**src/hw/rtl/differential_drive_odometry_macros.svh**
```systemverilog
// Assertion macros shared by the odometry RTL.
`ifndef DIFFERENTIAL_DRIVE_ODOMETRY_MACROS_SVH
`define DIFFERENTIAL_DRIVE_ODOMETRY_MACROS_SVH
`ifndef ASSERT_OFF
`define DDO_ASSERT_SAME(label, clk, rst_n, cond, prop) \
    label: assert property (@(posedge clk) disable iff (!rst_n) (cond) |-> (prop)) \
        else $error("odometry assertion failed");
`define DDO_ASSERT_NEXT(label, clk, rst_n, cond, prop) \
    label: assert property (@(posedge clk) disable iff (!rst_n) (cond) |=> (prop)) \
        else $error("odometry assertion failed");
`else
`define DDO_ASSERT_SAME(label, clk, rst_n, cond, prop)
`define DDO_ASSERT_NEXT(label, clk, rst_n, cond, prop)
`endif
`endif

```
**src/hw/rtl/ddo_pkg.sv**
```systemverilog
// Shared types, constants and tables of the odometry block.
`default_nettype none
package ddo_pkg;

    localparam int COUNT_BITS_DEFAULT   = 16;
    localparam int CORDIC_STEPS_DEFAULT = 16;
    localparam int QUEUE_DEPTH          = 2;

    localparam int CFG_INDEX_BITS = 1;
    localparam int CFG_DATA_BITS  = 28;
    localparam int DIST_BITS      = 24;
    localparam int TURN_BITS_CFG  = 28;

    localparam logic [DIST_BITS-1:0]     DISTANCE_RESET = 24'd21082;
    localparam logic [TURN_BITS_CFG-1:0] TURN_RESET     = 28'd1753047;

    localparam int US_BITS    = 20;
    localparam int TRIG_BITS  = 34;
    localparam int ANGLE_BITS = 33;
    localparam int ACC_BITS   = 71;
    localparam int LIN_SHIFT  = 9;
    localparam int ANG_SHIFT  = 16;

    localparam logic signed [TRIG_BITS-1:0] CORDIC_GAIN_Q30 = 34'sd652032874;

    typedef enum logic [CFG_INDEX_BITS-1:0] {
        CFG_DISTANCE = 1'b0,
        CFG_TURN     = 1'b1
    } ddo_cfg_index_t;

    typedef struct packed {
        logic [DIST_BITS-1:0]     distance_per_count;
        logic [TURN_BITS_CFG-1:0] turn_per_count_difference;
    } ddo_cfg_t;

    typedef struct packed {
        logic idle;
        logic load;
    } ddo_back_status_t;

    function automatic logic [31:0] atan_turn(input logic [4:0] i);
        logic [31:0] v;
        case (i)
            5'd0:    v = 32'd536870912;
            5'd1:    v = 32'd316933406;
            5'd2:    v = 32'd167458907;
            5'd3:    v = 32'd85004756;
            5'd4:    v = 32'd42667331;
            5'd5:    v = 32'd21354465;
            5'd6:    v = 32'd10679838;
            5'd7:    v = 32'd5340245;
            5'd8:    v = 32'd2670163;
            5'd9:    v = 32'd1335087;
            5'd10:   v = 32'd667544;
            5'd11:   v = 32'd333772;
            5'd12:   v = 32'd166886;
            5'd13:   v = 32'd83443;
            5'd14:   v = 32'd41722;
            5'd15:   v = 32'd20861;
            5'd16:   v = 32'd10430;
            5'd17:   v = 32'd5215;
            5'd18:   v = 32'd2608;
            5'd19:   v = 32'd1304;
            5'd20:   v = 32'd652;
            5'd21:   v = 32'd326;
            5'd22:   v = 32'd163;
            5'd23:   v = 32'd81;
            5'd24:   v = 32'd41;
            5'd25:   v = 32'd20;
            5'd26:   v = 32'd10;
            5'd27:   v = 32'd5;
            5'd28:   v = 32'd3;
            5'd29:   v = 32'd1;
            default: v = 32'd0;
        endcase
        return v;
    endfunction

endpackage
`default_nettype wire

```
**src/hw/rtl/ddo_if.sv**
```systemverilog
// Valid/ready channel interfaces for encoder samples and pose results.
`default_nettype none
interface ddo_in_if;
    logic        valid;
    logic        ready;
    logic [15:0] left_count;
    logic [15:0] right_count;
    logic [19:0] elapsed_us;

    modport source (output valid, output left_count, output right_count,
                    output elapsed_us, input ready);
    modport sink (input valid, input left_count, input right_count,
                  input elapsed_us, output ready);
endinterface

`default_nettype wire

```
**src/hw/rtl/ddo_front.sv**
```systemverilog
// Front end: count deltas, travel and heading change scaling.
`default_nettype none
module ddo_front #(
    parameter int COUNT_BITS = ddo_pkg::COUNT_BITS_DEFAULT,
    localparam int TRAVEL_BITS = COUNT_BITS + 26,
    localparam int TURN_BITS = COUNT_BITS + 30,
    localparam int WORD_BITS = TRAVEL_BITS + TURN_BITS + ddo_pkg::US_BITS
) (
    input  wire logic                  clk,
    input  wire logic                  rst_n,
    ddo_in_if.sink                     in_word,
    input  wire ddo_pkg::ddo_cfg_t     cfg,
    output logic                       push_valid,
    input  wire logic                  push_ready,
    output logic [WORD_BITS-1:0]       push_data
);
    import ddo_pkg::*;

    logic [COUNT_BITS-1:0]        prev_left_reg;
    logic [COUNT_BITS-1:0]        prev_right_reg;
    logic                         s1_valid_reg;
    logic signed [COUNT_BITS:0]   sum_reg;
    logic signed [COUNT_BITS:0]   diff_reg;
    logic [US_BITS-1:0]           us1_reg;
    logic                         s2_valid_reg;
    logic signed [TRAVEL_BITS-1:0] travel_reg;
    logic signed [TURN_BITS-1:0]  dth_reg;
    logic [US_BITS-1:0]           us2_reg;

    logic [COUNT_BITS-1:0]        cur_left;
    logic [COUNT_BITS-1:0]        cur_right;
    logic signed [COUNT_BITS-1:0] dl;
    logic signed [COUNT_BITS-1:0] dr;
    logic signed [COUNT_BITS:0]   dl_ext;
    logic signed [COUNT_BITS:0]   dr_ext;
    logic signed [DIST_BITS:0]    dist_s;
    logic signed [TURN_BITS_CFG:0] turn_s;
    logic signed [TRAVEL_BITS-1:0] travel_next;
    logic signed [TURN_BITS-1:0]  dth_next;
    logic                         adv2;
    logic                         accept;

    assign cur_left  = COUNT_BITS'(in_word.left_count);
    assign cur_right = COUNT_BITS'(in_word.right_count);
    assign dl        = $signed(cur_left - prev_left_reg);
    assign dr        = $signed(cur_right - prev_right_reg);
    assign dl_ext    = dl;
    assign dr_ext    = dr;
    assign dist_s    = $signed({1'b0, cfg.distance_per_count});
    assign turn_s    = $signed({1'b0, cfg.turn_per_count_difference});
    assign travel_next = sum_reg * dist_s;
    assign dth_next    = diff_reg * turn_s;

    assign adv2          = s1_valid_reg && (!s2_valid_reg || push_ready);
    assign in_word.ready = !s1_valid_reg || adv2;
    assign accept        = in_word.valid && in_word.ready;
    assign push_valid    = s2_valid_reg;
    assign push_data     = {travel_reg, dth_reg, us2_reg};

    always_ff @(posedge clk or negedge rst_n)
    begin
        if (!rst_n)
        begin
            prev_left_reg  <= '0;
            prev_right_reg <= '0;
            s1_valid_reg   <= 1'b0;
            s2_valid_reg   <= 1'b0;
            sum_reg        <= '0;
            diff_reg       <= '0;
            us1_reg        <= '0;
            travel_reg     <= '0;
            dth_reg        <= '0;
            us2_reg        <= '0;
        end
        else
        begin
            if (accept)
            begin
                prev_left_reg  <= cur_left;
                prev_right_reg <= cur_right;
                sum_reg        <= dl_ext + dr_ext;
                diff_reg       <= dr_ext - dl_ext;
                us1_reg        <= in_word.elapsed_us;
                s1_valid_reg   <= 1'b1;
            end
            else if (adv2)
            begin
                s1_valid_reg <= 1'b0;
            end
            if (adv2)
            begin
                travel_reg   <= travel_next;
                dth_reg      <= dth_next;
                us2_reg      <= us1_reg;
                s2_valid_reg <= 1'b1;
            end
            else if (push_ready)
            begin
                s2_valid_reg <= 1'b0;
            end
        end
    end
endmodule
`default_nettype wire

```
**src/flat_wrapper.sv**
```systemverilog
// flat-port wrapper written by rule: the top's interface ports become plain ports
module ddo_front_flat import ddo_pkg::*;
#(
    parameter int COUNT_BITS = ddo_pkg::COUNT_BITS_DEFAULT,
    localparam int TRAVEL_BITS = COUNT_BITS + 26,
    localparam int TURN_BITS = COUNT_BITS + 30,
    localparam int WORD_BITS = TRAVEL_BITS + TURN_BITS + ddo_pkg::US_BITS
)
  (clk, rst_n, cfg, push_valid, push_ready, push_data, in_word_valid, in_word_left_count, in_word_right_count, in_word_elapsed_us, in_word_ready);
  ddo_in_if in_word_i ();
  input  wire logic clk;
  input  wire logic rst_n;
  input  wire ddo_pkg::ddo_cfg_t cfg;
  output logic push_valid;
  input  wire logic push_ready;
  output logic [WORD_BITS-1:0] push_data;
  input wire logic [$bits(in_word_i.valid)-1:0] in_word_valid;
  input wire logic [$bits(in_word_i.left_count)-1:0] in_word_left_count;
  input wire logic [$bits(in_word_i.right_count)-1:0] in_word_right_count;
  input wire logic [$bits(in_word_i.elapsed_us)-1:0] in_word_elapsed_us;
  output wire logic [$bits(in_word_i.ready)-1:0] in_word_ready;
  assign in_word_i.valid = in_word_valid;
  assign in_word_i.left_count = in_word_left_count;
  assign in_word_i.right_count = in_word_right_count;
  assign in_word_i.elapsed_us = in_word_elapsed_us;
  assign in_word_ready = in_word_i.ready;
  ddo_front #(.COUNT_BITS(COUNT_BITS)) u_core (.clk(clk), .rst_n(rst_n), .in_word(in_word_i), .cfg(cfg), .push_valid(push_valid), .push_ready(push_ready), .push_data(push_data));
endmodule
```
**config.mk**
```make
export PLATFORM = sky130hd
export DESIGN_NAME = ddo_front_flat
export DESIGN_NICKNAME = d
export VERILOG_FILES = /design/src/hw/rtl/differential_drive_odometry_macros.svh /design/src/hw/rtl/ddo_pkg.sv /design/src/hw/rtl/ddo_if.sv /design/src/hw/rtl/ddo_front.sv /design/src/flat_wrapper.sv
export SDC_FILE = /design/constraint.sdc
export NUM_CORES = 2
export LEC_CHECK = 0
export ABC_AREA = 1
export BUFFER_PORTS_ARGS = -buffer_cell sky130_fd_sc_hd__clkbuf_2
export CORE_MARGIN = 3
export CORE_UTILIZATION = 35
export DETAILED_ROUTE_END_ITERATION = 16
export PLACE_DENSITY = 0.61
export SLEW_MARGIN = 20
export SYNTH_ARGS = -nofsm -noshare
export SYNTH_HDL_FRONTEND = slang
export SYNTH_SLANG_ARGS = --single-unit
export TNS_END_PERCENT = 10
```
**constraint.sdc**
```tcl
create_clock -name clk -period 6.1 [get_ports clk]
set_input_delay 0.61 -clock clk [delete_from_list [all_inputs] [get_ports clk]]
set_output_delay 0.61 -clock clk [all_outputs]
set_load 0.05 [all_outputs]
```
# After elaboration in Yosys (flattened, before gate mapping)
# Index checks and enable logic that the tools add are counted.
[totals]
input_bits = 108
register_bits = 196
output_inout_bits = 110
wordCells = 28
[op_classes]
add_sub_neg = 4
reduce_logical = 8
mul = 2
n_mux = 4
[op_table]
columns = ["operator", "count"]
rows = [
  ["17-bit by 29-bit multiplier with 46-bit output", 1],
  ["17-bit by 25-bit multiplier with 42-bit output", 1],
  ["16-bit subtractor", 2],
  ["16-bit by 16-bit adder with 17-bit output", 1],
  ["16-bit by 16-bit subtractor with 17-bit output", 1],
  ["1-bit 2-to-1 mux", 4],
  ["2-bit nonzero test", 2],
  ["1-bit logical AND", 2],
  ["1-bit logical NOT", 2],
  ["1-bit logical OR", 2],
]

# Longest topological paths before layout
[depth]
depth_word = 6
mapped_depth = 30
mapped_depth_nobuf = 28

# Worst setup path after synthesis
# No wires, ideal clock.
[synth_timing]
path_type = "input-to-reg"
startpoint = "input port cfg[38] (netlist bit)"
endpoint = "register u_core.travel_reg[32]"
cell_stages = 25
t_arrival_ns = 5.582
path_slack_ns = 0.400
path_buffers = 2
path_cell_list = "clkbuf_1 -> clkbuf_1 -> nand2_1 -> fa_1 -> fa_1 -> inv_1 -> fa_1 -> inv_1 -> fa_1 -> inv_1 -> fa_1 -> inv_1 -> fa_1 -> inv_1 -> ha_1 -> nand2_1 -> nor2_1 -> nand2_1 -> nand3b_4 -> nand3_2 -> nand2_1 -> nand2_1 -> nand2_1 -> nand3_1 -> nand2_1"
[synth_via]
elab_chain_len = 1
[synth_lines]
columns = ["item", "line", "source"]
rows = [
  ["start, declared", "flat_wrapper.sv:13", "input wire ddo_pkg::ddo_cfg_t cfg;"],
  ["17-bit by 25-bit multiplier with 42-bit output", "ddo_front.sv:51", "assign travel_next = sum_reg * dist_s;"],
  ["end signal, assigned", "ddo_front.sv:92", "travel_reg <= travel_next;"],
  ["end, declared", "ddo_front.sv:26", "logic signed [TRAVEL_BITS-1:0] travel_reg;"],
]
# Every way passes these cells.
# A chain may end at the register's enable or synchronous reset.

# Worst setup path in the final report
[layout_timing]
startpoint = "register u_core.diff_reg[11]"
endpoint = "register u_core.dth_reg[17]"
[layout_via]
elab_chain_len = 1
[layout_lines]
columns = ["item", "line", "source"]
rows = [
  ["start, declared", "ddo_front.sv:23", "logic signed [COUNT_BITS:0] diff_reg;"],
  ["start signal, assigned", "ddo_front.sv:82", "diff_reg <= dr_ext - dl_ext;"],
  ["17-bit by 29-bit multiplier with 46-bit output", "ddo_front.sv:52", "assign dth_next = diff_reg * turn_s;"],
  ["end signal, assigned", "ddo_front.sv:93", "dth_reg <= dth_next;"],
  ["end, declared", "ddo_front.sv:27", "logic signed [TURN_BITS-1:0] dth_reg;"],
]
# Every way passes these cells.

==> flow_metrics.tcl <==
set metrics [dict create \
    outcome "completed" \
    fin_nets 7013 \
    timing.reg2reg.worst_path_depth 22 \
    grt_usage 0.2042 \
    cts_hold_buf 0 \
    clock_path_buffers 2 \
    cts_post_setup_buffers_inserted 0 \
    post_synth_num_cell_types 46 \
    remaining_number_of_nets_flagged_by_the_antenna_check_after_routing 0 \
    grt_pass1_vias 36960 \
    dieHeight_um 352.0 \
    yosysWarningCount 0 \
    floorplan.initialDensity 0.3538 \
    post_cts.resized_instances 2 \
    cts_tree "done" \
    die_footprint_um2 123900 \
    cts.sink_count 195 \
    syn-num-nets 6884 \
    worst_slew_pin_slew_ns 0.9525 \
    start_kind "flop" \
    fmaxAchievable_mhz 171.5 \
    worst-r2r-setup-slack_ns 0.27 \
    path_clk_slew_ns 0.09 \
    vias_per_cell 4.626 \
    grt_first_pass_wirelength_mm 200.7 \
    clock_skew_ns 0.02134 \
    max_cap_viol_count 0 \
    most_common_flop_cell_mapped_by_yosys "sky130_fd_sc_hd__dfrtp_1" \
    setup_violating_endpoint_count_in_the_final_report 0 \
    place_hpwl_mm 104.3 \
    sequential_cell_area_fraction_in_the_yosys_report 0.1165 \
    post-route-min-period_ns 5.831 \
    layout-drive-gt1-share 0.08473 \
    synth-edff-count 0 \
    final-seq-area_um2 4902 \
    grt_antenna_before_repair 7 \
    finalMaxSlewViolations 0 \
    grt_start_max_net_pins 108 \
    mean_cell_area_of_the_mapped_netlist_um2 7.350 \
    rsz0062_at_grt "false" \
    cts_htree_levels 4 \
    critical_path.startpoint "u_core.diff_reg[11]$_DFFE_PN0P_" \
    detail_route.wl_per_cell_um 16.55 \
    drcViolationCount 0 \
    critPathCapture "u_core.dth_reg[17]$_DFFE_PN0P_" \
    slew-limit-headroom 0.3650 \
    worst_r2r_endpoint "u_core.dth_reg[17]$_DFFE_PN0P_" \
    worst-endpoint-required_ns 6.44 \
    number_of_drc_violations_after_detailed_routing_iteration_0 2216 \
    final_common_cell "sky130_fd_sc_hd__nand2_1" \
    layout.cells.most_common_list "sky130_fd_sc_hd__nand2_1, sky130_fd_sc_hd__inv_1, sky130_fd_sc_hd__fa_1" \
    crit_arrival_ns 6.17 \
    detailedRoute.firstPassIterationCount 7 \
    route.vias.total 34440 \
    row_count 126 \
    async_flop_share 1.000 \
    synthesis_to_layout_area_growth_pct 9.766 \
    globalplace.congestion 0.9319 \
    synth-seq-cells 195 \
    timing.setup.critical_path_class "flop to flop" \
    grt-ovfl-total 0 \
    post_synth_instance_area_um2 41890 \
    drt_wl_total_mm 123.2 \
    finalWorstSetupSlack_ns 0.2687 \
    syn_inst 5700 \
    multi_input_comb_area_um2 30080 \
    n_fill_cell 12430 \
    final_hold_viol_count 0 \
    pre_cts_slack_ns -0.07050 \
    worstPathMaxFanout 16 \
    crit-reg2reg-launch "u_core.diff_reg[11]$_DFFE_PN0P_" \
    clk_latency_ns 0.52 \
    numPortBuffers 217 \
    tritoncts.num_buffers 17 \
    hold_removal_path_class "input port to asynchronous set/reset pin" \
    core_area_um2 118400 \
    finalCritPeriodShare 0.9560 \
    pin_count 218 \
    cp-end-kind "flop" \
    root_buffer "sky130_fd_sc_hd__clkbuf_16" \
    largest_register_ff_count 46 \
    die_w_um 352.0 \
]
logic make-up after synthesis:
| logic type | share of synthesized area |
|---|---|
| fa+ha+maj | 0.4507 |
| xor+xnor | 0.01673 |
| compound gates | 0.04122 |
| buf+inv | 0.1662 |
| flops | 0.1165 |
| simple gates | 0.2086 |
area by class of cell:
type | instances | area share
antenna | 3 | 0.0001633
clock buffer | 20 | 0.01015
clock inverter | 12 | 0.002993
inverter | 1590 | 0.1298
multi-input combinational | 3660 | 0.6541
sequential | 195 | 0.1066
tap | 1600 | 0.04354
timing repair buffer | 365 | 0.05262
metal layers:
layer  vias up  track usage  wire (um)
li1      16500            -          -
met1     16840       0.2619      52430
met2       916       0.3473      58970
met3       177      0.04500       8537
met4         8      0.05425       3260
met5         -            0         55
how the worst min path moves through the flow:
stage                                                    to  slack (ns)  cells past startpoint
after floorplan              u_core.diff_reg[0]$_DFFE_PN0P_        0.31                      0
after global placement       u_core.us2_reg[19]$_DFFE_PN0P_        0.45                      2
after detailed placement     u_core.us2_reg[19]$_DFFE_PN0P_        0.47                      2
after CTS                 u_core.travel_reg[25]$_DFFE_PN0P_        0.17                      1
after global routing      u_core.travel_reg[24]$_DFFE_PN0P_        0.18                      1
final                     u_core.travel_reg[24]$_DFFE_PN0P_        0.13                      1
metrics by stage:
step	utilization	setup TNS [ns]	area, um^2	cells	hold slack [ns]
after floorplan	-	0	41890	5700	0.3144
after CTS	0.3880	0	45940	7442	0.1704
after global routing	0.3883	0	45980	7442	0.1759
after detailed placement	0.3829	-0.1449	45330	7410	0.4673
final	0.3884	0	45980	7445	0.1267
after global placement	0.3829	-0.08911	45330	7410	0.4531
cell usage after synthesis, drive strengths merged, types with 35 or more instances:
master / n / area share
a21oi: 117 / 0.014
ha: 354 / 0.11
clkbuf: 220 / 0.020
inv: 1589 / 0.14
fa: 722 / 0.35
xor2: 41 / 0.0086
nand2: 1730 / 0.16
nand3: 163 / 0.021
nor2: 214 / 0.020
dfrtp: 195 / 0.12
xnor2: 39 / 0.0082
o21ai: 167 / 0.020
buf: 35 / 0.0040
worst max-delay path, stage by stage, from the launching register on:
cell	delay (ns)
sky130_fd_sc_hd__dfrtp_4	0.62
sky130_fd_sc_hd__buf_4	0.20
sky130_fd_sc_hd__nand2_1	0.05
sky130_fd_sc_hd__inv_1	0.06
sky130_fd_sc_hd__fa_1	0.53
sky130_fd_sc_hd__inv_1	0.06
sky130_fd_sc_hd__fa_1	0.53
sky130_fd_sc_hd__inv_1	0.05
sky130_fd_sc_hd__fa_1	0.51
sky130_fd_sc_hd__fa_1	0.46
sky130_fd_sc_hd__fa_1	0.49
sky130_fd_sc_hd__inv_1	0.04
sky130_fd_sc_hd__fa_1	0.47
sky130_fd_sc_hd__inv_1	0.04
sky130_fd_sc_hd__ha_1	0.32
sky130_fd_sc_hd__nand2_1	0.15
sky130_fd_sc_hd__nor2_1	0.07
sky130_fd_sc_hd__buf_4	0.14
sky130_fd_sc_hd__nand2_1	0.06
sky130_fd_sc_hd__nand2_1	0.09
sky130_fd_sc_hd__nor2_1	0.22
sky130_fd_sc_hd__xor2_1	0.35
sky130_fd_sc_hd__o21ai_0	0.14
Power is left out: the tool's default activity adds up to more than one toggle a clock period on the data nets, which glitch-free logic cannot reach.
