**config.mk**
```make
export PLATFORM = sky130hd
export DESIGN_NAME = ddo_queue
export DESIGN_NICKNAME = d
export VERILOG_FILES = /design/src/hw/rtl/differential_drive_odometry_macros.svh /design/src/hw/rtl/ddo_pkg.sv /design/src/hw/rtl/ddo_queue.sv
export SDC_FILE = /design/constraint.sdc
export NUM_CORES = 1
export LEC_CHECK = 0
export BUFFER_PORTS_ARGS = -buffer_cell sky130_fd_sc_hd__buf_2
export CAP_MARGIN = 0
export CORE_AREA = 2 2 55 57
export CTS_BUF_LIST = sky130_fd_sc_hd__clkbuf_8
export DETAILED_ROUTE_END_ITERATION = 10
export DIE_AREA = 0 0 57 59
export HOLD_SLACK_MARGIN = 0.15
export PLACE_DENSITY = 0.45
export SYNTH_ARGS = -nofsm -noshare
export SYNTH_HDL_FRONTEND = slang
export SYNTH_SLANG_ARGS = --single-unit
```
**constraint.sdc**
```tcl
create_clock -name clk -period 1.75 [get_ports clk]
set_input_delay 0 -clock clk [delete_from_list [all_inputs] [get_ports clk]]
set_output_delay 0 -clock clk [all_outputs]
set_load 0.02 [all_outputs]
```
**src/hw/rtl/differential_drive_odometry_macros.svh**
```systemverilog
// Assertion macros shared by the odometry RTL.
`ifndef DIFFERENTIAL_DRIVE_ODOMETRY_MACROS_SVH
`define DIFFERENTIAL_DRIVE_ODOMETRY_MACROS_SVH
`ifndef ASSERT_OFF
`define DDO_ASSERT_SAME(label, clk, rst_n, cond, prop) \
    label: assert property (@(posedge clk) disable iff (!rst_n) (cond) |-> (prop)) \
        else $error("odometry assertion failed");
`define DDO_ASSERT_NEXT(label, clk, rst_n, cond, prop) \
    label: assert property (@(posedge clk) disable iff (!rst_n) (cond) |=> (prop)) \
        else $error("odometry assertion failed");
`else
`define DDO_ASSERT_SAME(label, clk, rst_n, cond, prop)
`define DDO_ASSERT_NEXT(label, clk, rst_n, cond, prop)
`endif
`endif

```
**src/hw/rtl/ddo_pkg.sv**
```systemverilog
// Shared types, constants and tables of the odometry block.
`default_nettype none
package ddo_pkg;

    localparam int COUNT_BITS_DEFAULT   = 16;
    localparam int CORDIC_STEPS_DEFAULT = 16;
    localparam int QUEUE_DEPTH          = 2;

    localparam int CFG_INDEX_BITS = 1;
    localparam int CFG_DATA_BITS  = 28;
    localparam int DIST_BITS      = 24;
    localparam int TURN_BITS_CFG  = 28;

    localparam logic [DIST_BITS-1:0]     DISTANCE_RESET = 24'd21082;
    localparam logic [TURN_BITS_CFG-1:0] TURN_RESET     = 28'd1753047;

    localparam int US_BITS    = 20;
    localparam int TRIG_BITS  = 34;
    localparam int ANGLE_BITS = 33;
    localparam int ACC_BITS   = 71;
    localparam int LIN_SHIFT  = 9;
    localparam int ANG_SHIFT  = 16;

    localparam logic signed [TRIG_BITS-1:0] CORDIC_GAIN_Q30 = 34'sd652032874;

    typedef enum logic [CFG_INDEX_BITS-1:0] {
        CFG_DISTANCE = 1'b0,
        CFG_TURN     = 1'b1
    } ddo_cfg_index_t;

    typedef struct packed {
        logic [DIST_BITS-1:0]     distance_per_count;
        logic [TURN_BITS_CFG-1:0] turn_per_count_difference;
    } ddo_cfg_t;

    typedef struct packed {
        logic idle;
        logic load;
    } ddo_back_status_t;

    function automatic logic [31:0] atan_turn(input logic [4:0] i);
        logic [31:0] v;
        case (i)
            5'd0:    v = 32'd536870912;
            5'd1:    v = 32'd316933406;
            5'd2:    v = 32'd167458907;
            5'd3:    v = 32'd85004756;
            5'd4:    v = 32'd42667331;
            5'd5:    v = 32'd21354465;
            5'd6:    v = 32'd10679838;
            5'd7:    v = 32'd5340245;
            5'd8:    v = 32'd2670163;
            5'd9:    v = 32'd1335087;
            5'd10:   v = 32'd667544;
            5'd11:   v = 32'd333772;
            5'd12:   v = 32'd166886;
            5'd13:   v = 32'd83443;
            5'd14:   v = 32'd41722;
            5'd15:   v = 32'd20861;
            5'd16:   v = 32'd10430;
            5'd17:   v = 32'd5215;
            5'd18:   v = 32'd2608;
            5'd19:   v = 32'd1304;
            5'd20:   v = 32'd652;
            5'd21:   v = 32'd326;
            5'd22:   v = 32'd163;
            5'd23:   v = 32'd81;
            5'd24:   v = 32'd41;
            5'd25:   v = 32'd20;
            5'd26:   v = 32'd10;
            5'd27:   v = 32'd5;
            5'd28:   v = 32'd3;
            5'd29:   v = 32'd1;
            default: v = 32'd0;
        endcase
        return v;
    endfunction

endpackage
`default_nettype wire

```
**src/hw/rtl/ddo_queue.sv**
```systemverilog
// Short word queue between the front and back ends.
`default_nettype none
module ddo_queue #(
    parameter int WIDTH = 8
) (
    input  wire logic             clk,
    input  wire logic             rst_n,
    input  wire logic             push_valid,
    output logic                  push_ready,
    input  wire logic [WIDTH-1:0] push_data,
    output logic                  pop_valid,
    input  wire logic             pop_ready,
    output logic [WIDTH-1:0]      pop_data
);
    import ddo_pkg::*;

    localparam int PW = $clog2(QUEUE_DEPTH);
    localparam int CNTW = $clog2(QUEUE_DEPTH + 1);

    logic [WIDTH-1:0] mem_reg [QUEUE_DEPTH];
    logic [PW-1:0]    wr_reg;
    logic [PW-1:0]    rd_reg;
    logic [CNTW-1:0]  count_reg;
    logic             do_push;
    logic             do_pop;

    assign push_ready = count_reg != CNTW'(QUEUE_DEPTH);
    assign pop_valid  = count_reg != '0;
    assign pop_data   = mem_reg[rd_reg];
    assign do_push    = push_valid && push_ready;
    assign do_pop     = pop_valid && pop_ready;

    always_ff @(posedge clk)
    begin
        if (do_push)
        begin
            mem_reg[wr_reg] <= push_data;
        end
    end

    always_ff @(posedge clk or negedge rst_n)
    begin
        if (!rst_n)
        begin
            wr_reg    <= '0;
            rd_reg    <= '0;
            count_reg <= '0;
        end
        else
        begin
            if (do_push)
            begin
                wr_reg <= (wr_reg == PW'(QUEUE_DEPTH - 1)) ? '0 : wr_reg + 1'b1;
            end
            if (do_pop)
            begin
                rd_reg <= (rd_reg == PW'(QUEUE_DEPTH - 1)) ? '0 : rd_reg + 1'b1;
            end
            if (do_push && !do_pop)
            begin
                count_reg <= count_reg + 1'b1;
            end
            else if (do_pop && !do_push)
            begin
                count_reg <= count_reg - 1'b1;
            end
        end
    end
endmodule
`default_nettype wire

```
# Word-level counts from Yosys, hierarchy flattened
# Memories as Yosys holds them, arrays and structs flattened.
# Cells that the tools add are included.
# word_totals
mem_bits_rw	16
out_inout_bits	10
mem_count	1
reg_bits	4
elab_cells	23
# mem_list
memory	depth	word_bits	read_ports	rd_ports_with_merged_regs	wr	line	text
mem_reg	2	8	1	0	1	ddo_queue.sv:20	logic [WIDTH-1:0] mem_reg [QUEUE_DEPTH];
# op_classes
muxes	6
add_sub_neg	4
n_eq_ne	1
n_reduce_logical	8
# op_table
op	count
logical AND 1 bit	4
2-to-1 mux 1 bit	4
2-to-1 mux 2 bit	2
nonzero test 2 bit	2
adder 1 bit, second input constant	2
adder 2 x 1 -> 2 bit, second input constant	1
zero test 1 bit	2
!= test 2 bit, second input constant	1
subtractor 2 x 1 -> 2 bit, second input constant	1

# Depth between registers and ports, before layout
# Gate-level depths: netlist (run 1).
# depth
depth_word	6
ltp_mapped	7
ltp_nobuf	7

# Least setup slack after synthesis (run 1)
# OpenSTA, ideal clock, no wires.
# synth_path
kind	register to register
start	register count_reg[0]
end	memory mem_reg[0][0] (enable)
setup_slack_ns	0.335
stages_incl_launch_ff	4
required_ns	1.380
arrival_ns	1.045
path_buffers	0
path_cell_list	dfrtp_1 -> nand2b_4 -> nand2_1 -> nor2_1
# synth_via
elab_chain_cells	4
# synth_lines
element	line	text
start, declared	ddo_queue.sv:23	logic [CNTW-1:0] count_reg;
start signal, assigned	ddo_queue.sv:61	count_reg <= count_reg + 1'b1;
start signal, assigned	ddo_queue.sv:65	count_reg <= count_reg - 1'b1;
!= test 2 bit	ddo_queue.sv:27	assign push_ready = count_reg != CNTW'(QUEUE_DEPTH);
via push_ready	ddo_queue.sv:9	output logic push_ready,
logical AND 1 bit	ddo_queue.sv:30	assign do_push = push_valid && push_ready;
2-to-1 mux 1 bit	ddo_queue.sv:35	if (do_push)
2-to-1 mux 1 bit (not written as such)	ddo_queue.sv:37	mem_reg[wr_reg] <= push_data;
end, declared	ddo_queue.sv:20	
# The timed path passes the listed nets, and every way through them passes these cells.

# Final worst setup path (run 1)
# layout_path
start	register count_reg[0]
end	register count_reg[1]
# layout_via
elab_chain_cells	5
word_cells_on_any_way	13
# layout_lines
element
parallel branches: the longest is 5 deep, another holds subtractor 2 x 1 -> 2 bit
# Parallel ways; which one is timed is not known. The select of a mux whose other input is x is not followed.
# A chain may end at the register's enable or synchronous reset.

==> results of run 1 <==
[power groups by stage]
| stage | clock network [W] | registers (W) | logic, W |
|---|---|---|---|
| after floorplan | 0 | 0.000724 | 0.000497 |
| after global placement | 0 | 0.000775 | 0.000637 |
| after detailed placement | 0 | 0.000781 | 0.000637 |
| after CTS | 0.000306 | 0.000772 | 0.000659 |
| after global routing | 0.000338 | 0.000780 | 0.000707 |
| final | 0.000297 | 0.000767 | 0.000646 |
[layout by cell type (no fill, tap or decap)]
cell type	Yosys	routed
buf_2	1	21
edfxtp_1	16	16
dlygate4sd3_1	0	12
mux2_2	8	8
dfrtp_1	4	4
xnor2_1	3	3
clkbuf_8	0	3
inv_1	1	2
nor2_1	2	2
xor2_1	2	2
buf_4	0	2
or2_4	1	1
nand2b_4	1	1
nand2_1	1	1
nand2_4	1	1
and3_1	1	1
ha_1	1	1
[repair_timing]
item	CTS	global route
buffers inserted	0	0
hold buffers	12	0
endpoints found under the hold margin	22	0
[layout make-up]
| type | instances | area share |
|---|---|---|
| timing repair buffer | 35 | 0.2172 |
| clock buffer | 3 | 0.03733 |
| sequential | 20 | 0.5249 |
| inverter | 1 | 0.003394 |
| tap | 31 | 0.03507 |
| multi-input combinational | 21 | 0.1787 |
| clock inverter | 1 | 0.003394 |
[metrics by stage]
step,std cells,util,setup slack (ps)
2_1_floorplan,43,-,334.7
3_3_place_gp,96,0.3472,362.6
3_5_place_dp,96,0.3472,330.6
4_1_cts,112,0.4081,327.6
5_1_grt,112,0.4081,241.7
6_report,112,0.4081,342.7
[worst max path at each step]
stage / startpoint / endpoint / slack, ps / cells past startpoint
after CTS: count_reg[0]$_DFFE_PN0P_ / count_reg[1]$_DFFE_PN0P_ / 330 / 6
after global routing: count_reg[0]$_DFFE_PN0P_ / count_reg[1]$_DFFE_PN0P_ / 240 / 7
after global placement: count_reg[1]$_DFFE_PN0P_ / count_reg[1]$_DFFE_PN0P_ / 360 / 6
final: count_reg[0]$_DFFE_PN0P_ / count_reg[1]$_DFFE_PN0P_ / 340 / 6
after detailed placement: count_reg[0]$_DFFE_PN0P_ / count_reg[1]$_DFFE_PN0P_ / 330 / 6
after floorplan: count_reg[0]$_DFFE_PN0P_ / mem_reg[0][0]$_DFFE_PP_ / 330 / 3
[metal layers]
metal  track usage  up-vias
met5             0        -
met4       0.04983        0
met3       0.02838        2
met2        0.1576       12
met1       0.09916      236
li1              -      232
[kinds of logic (layout without fill, tap and decap cells)]
kind of cell  Yosys count  in the layout  share of synthesized area
buf+inv                 2             40                    0.01112
mux                     8              8                     0.1145
xor+xnor                5              5                    0.05565
simple gates            7              7                    0.06518
flops                  20             20                     0.7377
fa+ha+maj               1              1                    0.01590
[worst max-delay path, delay by kind of cell (launching register included)]
family	cells	cell delay, ps
adders and majority gates	1	300
and+or+nand+nor	3	420
xor gates and xnor gates	1	140
DFF	1	420
buffers and inverters	1	60
==> results_dict.tcl, run 1 <==
set metrics [dict create \
    outcome "complete, no violations" \
    hold_ws_ps 467.1 \
    wl_met3_um 76 \
    synth_top_area_share 0.6105 \
    tightest_slew_ps 418.5 \
    die-area_mm2 0.003363 \
    leakage_nw 0.4558 \
    rr_startpoint "count_reg[0]$_DFFE_PN0P_" \
    path_class "reg2reg" \
    yosys-top-cells-count "edfxtp_1, mux2_2, dfrtp_1" \
    rsz0062_at_grt "no" \
    die_h_um 59 \
    report.power.total_w 0.001710 \
    cts.path.max_buffers 2 \
    netlist_area_um2 787.0 \
    startpoint_type "flip-flop" \
    ys.warnings.count 0 \
    hp-class "in2reg" \
    grt_pass1_wl_um 2201 \
    cp.arrival_ps 1590 \
    die_w_um 57 \
    yosys-top-cells-area "edfxtp_1, dfrtp_1, mux2_2" \
    setup_viol 0 \
    seq_area_um2 580.6 \
    n_antenna_cell 0 \
    cts.clk_slew.worst_paths_ps 70 \
    vias_per_cell 4.304 \
    syn_avg_cell_area_um2 18.30 \
    max_stage_delay_ps 420 \
    power.switching_w 0.0005729 \
    post_dp_cell_area_um2 940.9 \
    slowest_stage "dfrtp_1" \
    p_comb_frac 0.378 \
    path_max_fanout 4 \
    dr_total_vias 482 \
    rr_endpoint "count_reg[1]$_DFFE_PN0P_" \
    swShare 0.3350 \
    drt-initial-drc-count 3 \
    groute.usage.overall 0.09082 \
    intPower_w 0.001137 \
    portBuffers 21 \
    syn_to_final_growth_pct 40.54 \
    cts_tree "done" \
    synth_fp_nets 56 \
    worstSetupEndpointType "flip-flop" \
    grt_pass1_vias 515 \
    drc 0 \
    finalCritPeriodShare 0.8042 \
    skew_ps 1.607 \
    clk_latency_ps 250 \
    synthArstFlopShare 0.2000 \
    maxSlewHeadroom 0.7210 \
    ys_types 14 \
    fillCellCount 279 \
    first_pass_iters 4 \
    start_util 0.2904 \
    grt_max_degree 12 \
    met1_length_um 556 \
    max-vdd-ir-drop_uv 644.3 \
    clockPowerShare 0.174 \
    fmax_mhz 710.6 \
    finalMaxSlewViolations 0 \
    worst_ep_required_time_ps 1930 \
    post_cts_resized 0 \
    coreArea_mm2 0.002710 \
    synth_edf_count 16 \
    gp_congestion 0.7036 \
    antenna_found_initial 0 \
    antenna_left 0 \
    min_period_ps 1407 \
    setup_tns_ps 0 \
    multi_input_area_um2 197.7 \
    reg2regPathDepth 6 \
    wire_per_inst_um 12.07 \
    cts_made_buffers 3 \
    finalHoldViolations 0 \
    wl_met2_um 709 \
    dp_hpwl_um 922.2 \
    drv_cap 0 \
    yosysTopAreaCell "edfxtp_1" \
    hold-path-endpoint "mem_reg[0][7]$_DFFE_PP_" \
    hold_path_depth 2 \
    rows 19 \
    final_cell_area_mm2 0.001106 \
    cts_sinks 20 \
    cellPowerDensity_mw_per_mm2 1546 \
    io_pins 22 \
    power_frac_seq 0.449 \
    h-tree-depth 1 \
    drive_gt1_frac 0.4568 \
    synth_ff_type "edfxtp_1" \
    synth_most_common_cell "edfxtp_1" \
    wl_um 1352 \
    synthCells 43 \
    synth_seq_area_share 0.7377 \
    overflow 0 \
    ys_ff_latch 20 \
    rrSetupSlack_ps 340 \
    path_cells "nand2b_4 -> nand2_1 -> inv_1 -> ha_1 -> nor2_1 -> xor2_1" \
    top_layer "met4" \
    hp-start "push_data[7]" \
    cts_root_buf "clkbuf_8" \
    nNetsFinal 95 \
    largest_register_ff_count 16 \
]
Power figures use the tool's default switching activity.
==> inputs of run 2 (changes only) <==
ABC_AREA = 1   (was unset)
CORE_AREA = 2 2 56 58   (was 2 2 55 57)
DIE_AREA = 0 0 58 60   (was 0 0 57 59)
clock period = 1.4 ns   (was 1.75 ns; I/O delays follow)
==> run 2 against run 1 <==
Sequential cell count is the same. Synthesized cell count grew 63%. Die area grew 3.5%. Non-clock buffer count grew 1. Combinational power grew 53%. Cell count grew 27%. Sequential share of layout area shrank 3.6 points. First-iteration DRC count grew to 4.3 times the previous value. Wire length grew 15%. Core utilization grew 0.18 points. Sequential power grew 24%. Area after synthesis grew 5.1%.
==> results_dict.tcl, run 2 <==
set metrics [dict create \
    setup_viol 0 \
    groute.usage.overall 0.1006 \
    min_period_ps 1289 \
    drv_cap 0 \
    hp-class "in2reg" \
    start_util 0.2849 \
    synth_fp_nets 83 \
    finalCritPeriodShare 0.9207 \
    finalMaxSlewViolations 0 \
    yosys-top-cells-area "edfxtp_1, nand2_1, dfrtp_1" \
    hp-start "push_data[0]" \
    syn_to_final_growth_pct 43.87 \
    slowest_stage "dfrtp_1" \
    ys_ff_latch 20 \
    power.switching_w 0.0009230 \
    synthArstFlopShare 0.2000 \
    synthCells 70 \
    cts.path.max_buffers 2 \
    rsz0062_at_grt "no" \
    portBuffers 21 \
    clockPowerShare 0.227 \
    grt_pass1_wl_um 2490 \
    cts_made_buffers 3 \
    grt_max_degree 13 \
    die-area_mm2 0.003480 \
    gp_congestion 0.6451 \
    dp_hpwl_um 1027 \
    synth_adder_area_share 0.01513 \
    fmax_mhz 775.8 \
    intPower_w 0.001580 \
    pre_cts_ws_ps 50.79 \
    grt_pass1_vias 568 \
    synth_most_common_cell "nand2_1" \
    gr-usage-met1 0.1116 \
    synth_top_area_share 0.5809 \
    overflow 0 \
    drive_gt1_frac 0.3578 \
    tightest_slew_ps 223.7 \
    vias_per_cell 4.148 \
    cp.arrival_ps 1440 \
    drt-initial-drc-count 13 \
    synth.area.mux_share 0 \
    cts_root_buf "clkbuf_8" \
    dr_total_vias 589 \
    swShare 0.3687 \
    synth-simple-area-share 0.2073 \
    setup_tns_ps 0 \
    worst_ep_required_time_ps 1560 \
    synth_seq_area_share 0.7020 \
    max_stage_delay_ps 420 \
    syn_avg_cell_area_um2 11.81 \
    worst-path-buf-inv 3 \
    globalRoute.busiestLayer "met2" \
    rows 20 \
    ys_types 14 \
    die_w_um 58 \
    p_comb_frac 0.394 \
    die_h_um 60 \
    skew_ps 6.913 \
    cts.clk_slew.worst_paths_ps 80 \
    largest_register_ff_count 16 \
    finalHoldViolations 0 \
    cellPowerDensity_mw_per_mm2 2104 \
    nNetsFinal 123 \
    cts_tree "done" \
    synth_edf_count 16 \
    cts_sinks 20 \
    final_common_cell "nand2_1" \
    ys.warnings.count 0 \
    path_max_fanout 4 \
    synth_xor_area_frac 0.03026 \
    synth_ff_type "edfxtp_1" \
    leakage_nw 0.5415 \
    antenna_found_initial 0 \
    outcome "complete, no violations" \
    maxSlewHeadroom 0.8504 \
    n_antenna_cell 0 \
    gr-usage-met2 0.1769 \
    reg2regPathDepth 9 \
    synth_top_family_by_area "simple AND/OR/NAND/NOR gates" \
    coreArea_mm2 0.002903 \
    first_pass_iters 3 \
    max-vdd-ir-drop_uv 825.4 \
    path_cells "inv_2 -> nand2_4 -> nand2_4 -> inv_1 -> ha_4 -> inv_2 -> nand3_1 -> nand2_1 -> nand2_1" \
    io_pins 22 \
    wl_um 1560 \
    wire_per_inst_um 10.99 \
    rrSetupSlack_ps 110 \
    hold_path_depth 2 \
    clk_latency_ps 260 \
    antenna_left 0 \
    yosysTopAreaCell "edfxtp_1" \
    netlist_area_um2 827.0 \
    rr_startpoint "count_reg[0]$_DFFE_PN0P_" \
    rr_endpoint "count_reg[1]$_DFFE_PN0P_" \
    hold-path-endpoint "mem_reg[0][0]$_DFFE_PP_" \
    power_frac_seq 0.379 \
    fillCellCount 281 \
    startpoint_type "flip-flop" \
    use_met3 0.02814 \
    yosys-top-cells-count "nand2_1, edfxtp_1, dfrtp_1, inv_1, inv_2" \
    worstSetupEndpointType "flip-flop" \
    mostFrequentLayoutCells "nand2_1, buf_2, edfxtp_1" \
    drc 0 \
    synth-compound-area-share 0 \
    crit_family "flip-flops" \
    setup_slack_ps 111.0 \
    path_class "reg2reg" \
    h-tree-depth 1 \
]
run 2: metrics by stage:
stage | area [um^2] | instances | utilization | total power (W) | hold WS (ps)
finish | 1190 | 142 | 0.4099 | 0.002503 | 468.5
global route | 1190 | 142 | 0.4099 | 0.002665 | 459.6
CTS | 1169 | 141 | 0.4026 | 0.002474 | 460.8
detailed placement | 977.2 | 125 | 0.3366 | 0.001872 | -184.2
global placement | 977.2 | 125 | 0.3366 | 0.001851 | -183.7
floorplan | 827.0 | 70 | - | 0.001590 | -295.6
run 2: repair_timing:
action / CTS / global route
buffers inserted: 0 / 1
hold buffers: 12 / 0
endpoints found under the hold margin: 22 / 0
endpoints found under the setup margin: 0 / 7
resized for setup: 0 / 3
run 2: layout make-up:
type,count,area [um^2],share of cell area
Multi-Input combinational cell,42,221.5,0.1861
Sequential cell,20,581.8,0.4890
Inverter,7,26.28,0.02208
Timing Repair Buffer,36,247.7,0.2082
Clock inverter,1,30.03,0.02524
Tap cell,33,41.29,0.03470
Clock buffer,3,41.29,0.03470
run 2: how the worst max path moves through the flow:
stage / endpoint / cells after the start / slack (ps) / startpoint
after floorplan: mem_reg[0][0]$_DFFE_PP_ / 4 / 50 / count_reg[0]$_DFFE_PN0P_
after global placement: count_reg[1]$_DFFE_PN0P_ / 9 / 90 / count_reg[0]$_DFFE_PN0P_
after detailed placement: count_reg[1]$_DFFE_PN0P_ / 9 / 50 / count_reg[0]$_DFFE_PN0P_
after CTS: count_reg[1]$_DFFE_PN0P_ / 9 / 40 / count_reg[0]$_DFFE_PN0P_
after global routing: count_reg[1]$_DFFE_PN0P_ / 9 / 30 / count_reg[0]$_DFFE_PN0P_
final: count_reg[1]$_DFFE_PN0P_ / 9 / 110 / count_reg[0]$_DFFE_PN0P_
run 2: cell families (layout without fill, tap and decap cells):
family	Yosys count	in the layout
AND/OR/NAND/NOR	39	39
flip-flops	20	20
XOR/XNOR	2	2
adder cells (fa/ha/maj)	1	1
buffers and inverters	8	47
run 2: power groups by stage:
stage	clock, W	combinational [W]	sequential (W)
5_1_grt	0.000602	0.00109	0.000973
3_3_place_gp	0	0.000900	0.000951
2_1_floorplan	0	0.000688	0.000902
6_report	0.000569	0.000986	0.000948
4_1_cts	0.000585	0.000946	0.000943
3_5_place_dp	0	0.000917	0.000955
run 2: metal layers:
layer / wire (um) / vias up / part of all wire
met5: 0 / - / 0
met4: 35 / 0 / 0.022
met3: 65 / 4 / 0.042
met2: 806 / 13 / 0.52
met1: 653 / 269 / 0.42
li1: - / 303 / -
==> inputs of run 3 (changes only) <==
CORE_AREA = 2 2 44 46   (was 2 2 56 58)
DIE_AREA = 0 0 46 48   (was 0 0 58 60)
PLACE_DENSITY = 0.81   (was 0.45)
==> run 3 against run 2 <==
Hold slack got worse by 5.3 ps. Sequential cell count unchanged. First-iteration DRC count shrank 62%. Critical path type unchanged. Highest routed layer unchanged.
==> results_dict.tcl, run 3 (synthesis gave the netlist of run 2 again) <==
set metrics [dict create \
    io_pins 22 \
    cellPowerDensity_mw_per_mm2 2141 \
    fillCellCount 116 \
    maxSlewHeadroom 0.7738 \
    finalHoldViolations 0 \
    p_comb_frac 0.395 \
    die_w_um 46 \
    power_frac_seq 0.377 \
    final_common_cell "nand2_1" \
    cts.path.max_buffers 2 \
    cts_root_buf "clkbuf_8" \
    cts_tree "done" \
    groute.usage.overall 0.1505 \
    portBuffers 21 \
    finalCritPeriodShare 0.9476 \
    wire_per_inst_um 12.90 \
    swShare 0.3720 \
    drive_gt1_frac 0.3426 \
    coreArea_mm2 0.001689 \
    rsz0062_at_grt "no" \
    grt_pass1_wl_um 2235 \
    hp-class "in2reg" \
    antenna_left 0 \
    vias_per_cell 4.768 \
    die_h_um 48 \
    tightest_slew_ps 339.2 \
    cts_made_buffers 3 \
    wl_met3_um 41 \
    drv_cap 0 \
    intPower_w 0.001561 \
    multi_input_area_um2 221.5 \
    largest_register_ff_count 16 \
    gp_congestion 0.7709 \
    startpoint_type "flip-flop" \
    worstSetupEndpointType "flip-flop" \
    syn_to_final_growth_pct 40.39 \
    top_layer "met4" \
    nNetsFinal 122 \
    overflow 0 \
    setup_viol 0 \
    rows 15 \
    worst_ep_required_time_ps 1550 \
    grt_max_degree 13 \
    dp_hpwl_um 995.2 \
    finalMaxSlewViolations 0 \
    mostFrequentLayoutCells "nand2_1, buf_2, edfxtp_1" \
    dr_total_vias 596 \
    cp.arrival_ps 1470 \
    start_util 0.4896 \
    max-vdd-ir-drop_uv 1222 \
    fmax_mhz 753.8 \
    fin_util 0.6874 \
    postCtsSetupRepairBufs 0 \
    path_max_fanout 4 \
    min_period_ps 1327 \
    antenna_found_initial 0 \
    power.switching_w 0.0009249 \
    setup_tns_ps 0 \
    drc 0 \
    outcome "complete, no violations" \
    wl_met2_um 881 \
    clk_latency_ps 260 \
    seq_area_um2 580.6 \
    wl_um 1612 \
    cts_sinks 20 \
    n_antenna_cell 0 \
    path_class "reg2reg" \
    first_pass_iters 3 \
    met1_length_um 655 \
    h-tree-depth 1 \
    leakage_nw 0.5378 \
    cts.clk_slew.worst_paths_ps 70 \
    skew_ps 4.452 \
    clockPowerShare 0.227 \
    grt_pass1_vias 552 \
    die-area_mm2 0.002208 \
    drt-initial-drc-count 5 \
]
## run 3: layout make-up
type,count,area share
Sequential cell,20,0.5000
Timing Repair Buffer,35,0.2069
Multi-Input combinational cell,42,0.1907
Clock buffer,3,0.03556
Clock inverter,1,0.02586
Inverter,7,0.02263
Tap cell,17,0.01832
## run 3: worst paths after layout
check / from / depth (start not counted) / slack, ps / endpoint
worst max-delay path: count_reg[0]$_DFFE_PN0P_ / 9 / 70 / count_reg[1]$_DFFE_PN0P_
worst min-delay path: push_data[4] / 2 / 460 / mem_reg[1][4]$_DFFE_PP_
worst max register to register: count_reg[0]$_DFFE_PN0P_ / 9 / 70 / count_reg[1]$_DFFE_PN0P_
worst min register to register: count_reg[0]$_DFFE_PN0P_ / 1 / 530 / count_reg[0]$_DFFE_PN0P_
max in group asynchronous: rst_n / 3 / 580 / rd_reg$_DFFE_PN0P_
min in group asynchronous: rst_n / 3 / 640 / wr_reg$_DFFE_PN0N_
## run 3: routing by layer
metal / GRT usage / up-vias
li1: - / 299
met1: 0.1638 / 279
met2: 0.2750 / 13
met3: 0.01509 / 5
met4: 0.1029 / 0
met5: 0 / -
## run 3: timing repair
item / 4_1_cts / 5_1_grt
hold buffers: 12 / 0
setup endpoints to repair: 0 / 1
endpoints found under the hold margin: 22 / 0
resized for setup: 0 / 2
## run 3: through the flow
step / std cells / power (W) / cell area [um^2] / setup WS [ps] / hold slack [ps]
floorplan: 70 / 0.001590 / 827.0 / 48.05 / -295.6
global placement: 109 / 0.001813 / 957.2 / 101.1 / -188.6
detailed placement: 109 / 0.001858 / 957.2 / 34.16 / -185.8
CTS: 125 / 0.002452 / 1149 / 5.504 / 461.4
global route: 125 / 0.002621 / 1161 / 4.979 / 461.0
finish: 125 / 0.002486 / 1161 / 73.33 / 463.1
## run 3: worst max-delay path: stages, from the launching register on
cell,delay (ps)
dfrtp_1,410
inv_2,110
nand2_4,60
nand2_4,80
inv_1,70
ha_4,220
inv_2,60
nand3_1,80
nand2_1,70
nand2_1,50
## run 3: power groups by stage
stage / sequential (W) / combinational (W) / clock [W]
finish: 0.000938 / 0.000983 / 0.000565
global route: 0.000953 / 0.00108 / 0.000591
CTS: 0.000939 / 0.000945 / 0.000568
detailed placement: 0.000950 / 0.000908 / 0
global placement: 0.000942 / 0.000871 / 0
floorplan: 0.000902 / 0.000688 / 0
